==> config.mk <==
export PLATFORM = sky130hd
export DESIGN_NAME = qacm_ctrl
export DESIGN_NICKNAME = d
export VERILOG_FILES = /design/src/design/qacm_pkg.sv /design/src/design/qacm_ctrl.sv
export SDC_FILE = /design/constraint.sdc
export NUM_CORES = 1
export LEC_CHECK = 0
export BUFFER_PORTS_ARGS = -buffer_cell sky130_fd_sc_hd__buf_2
export CORE_AREA = 8 8 45 47
export CTS_CLUSTER_DIAMETER = 60
export DETAILED_ROUTE_END_ITERATION = 8
export DIE_AREA = 0 0 53 55
export GPL_TIMING_DRIVEN = 0
export PLACE_DENSITY = 0.57
export SLEW_MARGIN = 10
export SYNTH_ARGS = -nofsm -noshare
export SYNTH_HDL_FRONTEND = slang
export SYNTH_SLANG_ARGS = --single-unit
export TNS_END_PERCENT = 10
==> constraint.sdc <==
create_clock -name i_clk -period 1.75 [get_ports i_clk]
set_input_delay 0.2625 -clock i_clk [delete_from_list [all_inputs] [get_ports i_clk]]
set_output_delay 0.2625 -clock i_clk [all_outputs]
set_load 0.01 [all_outputs]
==> src/design/qacm_pkg.sv <==
// Package for the quadrotor attitude control mixer: field widths, register
// indexes, command/status structs shared by controller and datapath.
package qacm_pkg;

    localparam int unsigned CfgIdxW = 2;
    localparam logic [CfgIdxW-1:0] REG_YAW_GAIN   = 2'd0;
    localparam logic [CfgIdxW-1:0] REG_ANGLE_GAIN = 2'd1;
    localparam logic [CfgIdxW-1:0] REG_RATE_GAIN  = 2'd2;
    localparam logic [CfgIdxW-1:0] REG_SPEED_LIM  = 2'd3;

    localparam logic [1:0] MODE_OFF    = 2'd0;
    localparam logic [1:0] MODE_DIRECT = 2'd1;
    localparam logic [1:0] MODE_YAW    = 2'd2;
    localparam logic [1:0] MODE_FULL   = 2'd3;

    localparam logic [9:0] SPEED_LIM_RESET = 10'd800;
    localparam logic [9:0] FLOOR_CAP       = 10'd180;

    // reciprocal constants for truncating divides of 24-bit magnitudes
    localparam logic [24:0] RECIP_5   = 25'd26843546;
    localparam int unsigned SHIFT_5   = 27;
    localparam logic [24:0] RECIP_10  = 25'd26843546;
    localparam int unsigned SHIFT_10  = 28;
    localparam logic [24:0] RECIP_100 = 25'd21474837;
    localparam int unsigned SHIFT_100 = 31;

    // equation width: |15N|+|80M|+40Z stays well under 2^40
    localparam int unsigned EqW   = 42;
    localparam int unsigned RootW = 20;     // isqrt of a 40-bit value
    localparam int unsigned InW   = 152;    // packed input payload
    localparam int unsigned OutW  = 40;

    // datapath command: which phase to run
    typedef enum logic [2:0] {
        t_CMD_IDLE,
        t_CMD_LOAD,     // capture item, Z, angle/yaw errors, rate products
        t_CMD_GAIN,     // gain products
        t_CMD_PRE,      // scale L, M
        t_CMD_EQ,       // form the five motor equations
        t_CMD_ROOT,     // one iteration of shared isqrt
        t_CMD_NEXTEQ,   // store root, start next equation
        t_CMD_FINISH    // floor and clamp into output register
    } t_cmd;

    typedef struct packed {
        t_cmd       cmd;
        logic [2:0] sel;    // equation being rooted
    } t_ctl;

    typedef struct packed {
        logic root_done;
    } t_sts;

endpackage

==> src/design/qacm_ctrl.sv <==
// Controller of the attitude control mixer: sequences load, equations and
// the five shared square roots. Depends on qacm_pkg.
module qacm_ctrl (
    input  logic            i_clk,
    input  logic            i_rst_n,
    input  logic            i_start,
    input  logic            i_out_free,
    input  qacm_pkg::t_sts  i_sts,
    output qacm_pkg::t_ctl  o_ctl,
    output logic            o_busy,
    output logic            o_done
);
    import qacm_pkg::*;

    typedef enum logic [2:0] {
        S_IDLE, S_GAIN, S_PRE, S_EQ, S_ROOT, S_NEXT, S_WAIT, S_FIN
    } t_state;

    t_state     r_state;
    logic [2:0] r_sel;

    always_comb begin
        o_ctl.sel = r_sel;
        o_done    = 1'b0;
        unique case (r_state)
            S_IDLE: o_ctl.cmd = i_start ? t_CMD_LOAD : t_CMD_IDLE;
            S_GAIN: o_ctl.cmd = t_CMD_GAIN;
            S_PRE:  o_ctl.cmd = t_CMD_PRE;
            S_EQ:   o_ctl.cmd = t_CMD_EQ;
            S_ROOT: o_ctl.cmd = t_CMD_ROOT;
            S_NEXT: o_ctl.cmd = t_CMD_NEXTEQ;
            S_WAIT: o_ctl.cmd = t_CMD_IDLE;
            S_FIN: begin
                o_ctl.cmd = t_CMD_FINISH;
                o_done    = 1'b1;
            end
            default: o_ctl.cmd = t_CMD_IDLE;
        endcase
    end

    assign o_busy = (r_state != S_IDLE);

    always_ff @(posedge i_clk) begin
        if (!i_rst_n) begin
            r_state <= S_IDLE;
            r_sel   <= '0;
        end else begin
            unique case (r_state)
                S_IDLE: if (i_start) r_state <= S_GAIN;
                S_GAIN: r_state <= S_PRE;
                S_PRE:  r_state <= S_EQ;
                S_EQ: begin
                    r_sel   <= '0;
                    r_state <= S_ROOT;
                end
                S_ROOT: if (i_sts.root_done) r_state <= S_NEXT;
                S_NEXT: begin
                    if (r_sel == 3'd4) begin
                        r_state <= S_WAIT;
                    end else begin
                        r_sel   <= r_sel + 3'd1;
                        r_state <= S_ROOT;
                    end
                end
                S_WAIT: if (i_out_free) r_state <= S_FIN;
                S_FIN:  r_state <= S_IDLE;
                default: r_state <= S_IDLE;
            endcase
        end
    end

    a_sel_range: assert property (@(posedge i_clk) disable iff (!i_rst_n)
        r_sel <= 3'd4) else $error("equation select out of range");
    a_fin_once: assert property (@(posedge i_clk) disable iff (!i_rst_n)
        r_state == S_FIN |=> r_state == S_IDLE) else $error("finish not single");
    a_root_sel: assert property (@(posedge i_clk) disable iff (!i_rst_n)
        (r_state == S_NEXT && r_sel != 3'd4) |=> r_state == S_ROOT)
        else $error("root sequence broken");

endmodule

==> impl_metrics.json <==
{
  "netlist.top_cell.by_area": "dfxtp_1",
  "pin_count": 13,
  "path_clk_slew_ns": 0.04,
  "max_slew_margin_pct": 83.0,
  "row_count": 14,
  "leakage_nw": 0.235,
  "drc": 0,
  "worstSetupPathType": "reg -> out",
  "layout_commonest_cell": "buf_2",
  "grt_pass1_vias": 350,
  "areaGrowthSynthToFinish_pct": 24.3,
  "clk_latency_ns": 0.24,
  "avgViaCountPerCell": 5.05,
  "routedWlPerCell_um": 12.3,
  "core_area_um2": 1380,
  "slew_violations": 0,
  "cts_tree": "done",
  "drtPass1Iterations": 2,
  "timing.critical_path.arrival_ns": 1.27,
  "max_cap_violations": 0,
  "fin_skew_ns": 0.00241,
  "cts_buffers": 3,
  "postRouteWirelength_um": 993,
  "synth_top_area_share_pct": 28.4,
  "overflow": 0,
  "vias": 409,
  "clkPwrFrac_pct": 33.5,
  "grt_pass1_wl_um": 1590,
  "grtUsageTotal_pct": 7.55,
  "start_kind": "flop",
  "p_switching_mw": 0.103,
  "dr.first_iter.drc_count": 1,
  "dieArea_um2": 2920,
  "regToRegSetupSlack_ns": 0.42,
  "required_ns": 1.49,
  "crit_fanout": 10,
  "fill_cells": 143,
  "layout_setup_ws_ns": 0.214,
  "grt_max_degree": 11,
  "dp_slack_ns": 0.422,
  "ant_nets": 0,
  "clk_path_buf_depth": 2,
  "fin_tns_setup_ns": 0,
  "fp.dieW_um": 53,
  "rr_startpoint": "r_sel[0]",
  "p_sw_share_pct": 28.1,
  "ir_drop_uv": 388,
  "hold_viol": 0,
  "r2r_end": "r_sel[2]",
  "cts_setup_buffers": 0,
  "antenna_cells": 0,
  "hold_class": "in -> reg",
  "p_seq_share_pct": 41.9,
  "hpwl_um": 736,
  "syn_area_um2": 423,
  "synthTopCellsByArea": "dfxtp_1, nand2b_1, ha_1",
  "endpoint": "o_ctl[3]",
  "ys_types": 25,
  "place.gp.congestion": 0.680,
  "rr_worst_depth": 5,
  "ys_seq_elements": 6,
  "initial_utilization_pct": 30.6,
  "setup_viol": 0,
  "startpoint": "r_state[1]",
  "avgSynthCellArea_um2": 8.46,
  "worstHoldStart": "i_rst_n",
  "cts_resized": 0,
  "whs_path_depth": 2,
  "cts-root-buf": "clkbuf_4",
  "drive_above_1_share_pct": 29.2,
  "yosysSeqAreaShare_pct": 28.4,
  "cts_max_level": 1,
  "crit_path_end_kind": "primary output",
  "final_cell_mix": "buf_2, dfxtp_1, nand2b_1",
  "die_h_um": 55,
  "nets": 74,
  "port_buffers": 12,
  "fin_crit_sh_pct": 87.8,
  "share_comb_of_total_power_pct": 24.6,
  "cellPowerDensity_nw_per_um2": 701,
  "postSynthCellCount": 50,
  "cts_hold_buf": 0,
  "timing.final.crit_period_ns": 1.54,
  "worst_pin_slew_ns": 0.254,
  "ys_warn_count": 0,
  "grt_antenna_before_repair": 0,
  "power.internal_mw": 0.265,
  "rsz0062_at_grt": "false",
  "fin_total_pwr_mw": 0.368,
  "syn_nets": 57,
  "status": "finished, final reports clean",
  "clock-sinks": 6,
  "fmax_mhz": 651
}
[sequential cells by signal (all words and copies together), names as in the netlist]
name,count
r_state,3
r_sel,3
[cells by family after synthesis]
group | share of synthesized area (%)
adder cells (fa/ha/maj) | 5.92
multiplexers | 2.66
AO/OA/AOI/OAI | 22.8
XOR/XNOR | 4.14
AND/OR/NAND/NOR | 27.5
flip-flops | 28.4
buffers and inverters | 8.58
[power groups by stage]
stage | Combinational [mW] | Clock (mW) | Sequential [mW]
floorplan | 0.0629 | 0 | 0.154
global placement | 0.0903 | 0 | 0.156
detailed placement | 0.0911 | 0 | 0.157
CTS | 0.0915 | 0.129 | 0.154
global route | 0.0986 | 0.134 | 0.157
finish | 0.0905 | 0.123 | 0.154
[layout make-up]
type | count | area [µm²] | share of cell area (%)
inverters | 4 | 15.0 | 2.86
multi-input cells | 37 | 267 | 50.7
repair buffers | 12 | 60.1 | 11.4
plain buffers | 3 | 21.3 | 4.05
clock buffers | 3 | 22.5 | 4.29
flip-flops and latches | 6 | 120 | 22.9
well taps | 16 | 20.0 | 3.81
[worst min path at each step]
stage | to | slack (ns)
after global placement | r_sel[2] | 0.51
after detailed placement | r_sel[2] | 0.51
final | r_sel[2] | 0.26
after floorplan | r_sel[2] | 0.41
after global routing | r_sel[2] | 0.28
after CTS | r_sel[2] | 0.25
[routing by layer]
metal  track usage [%]  wire (µm)
met2              11.3        440
met1              8.54        474
met4              2.59          0
met3              4.81         77
met5                 0          0
[stage by stage]
step | instances | hold slack [ns] | area [µm²] | util [%]
2_1_floorplan | 50 | 0.408 | 423 | -
3_3_place_gp | 78 | 0.507 | 503 | 36.3
3_5_place_dp | 78 | 0.508 | 503 | 36.3
4_1_cts | 81 | 0.254 | 526 | 38.0
5_1_grt | 81 | 0.276 | 526 | 38.0
6_report | 81 | 0.261 | 526 | 38.0
[critical path, cell delays in order (launching register included)]
cell,delay (ns)
dfxtp_1,0.45
buf_2,0.26
o221a_1,0.19
buf_2,0.12
[synth_stat cells]
master and number:
nand4b_1 2, nor2_1 3, xnor2_1 2, a21bo_1 1
a21oi_1 2, nand2b_1 5, o221a_1 1, inv_1 4
o21ai_1 1, buf_6 1, ha_1 2, dfxtp_1 6
or3_1 1, o211ai_1 2, and4bb_1 1, buf_2 2
nand2_1 2, mux2_1 1, a21boi_2 1, o22ai_1 1
a31oi_1 3, nor3_1 2, nand3b_1 1, o2bb2ai_1 1
and3_1 2
Note: power is estimated with default switching activity, not from simulation.
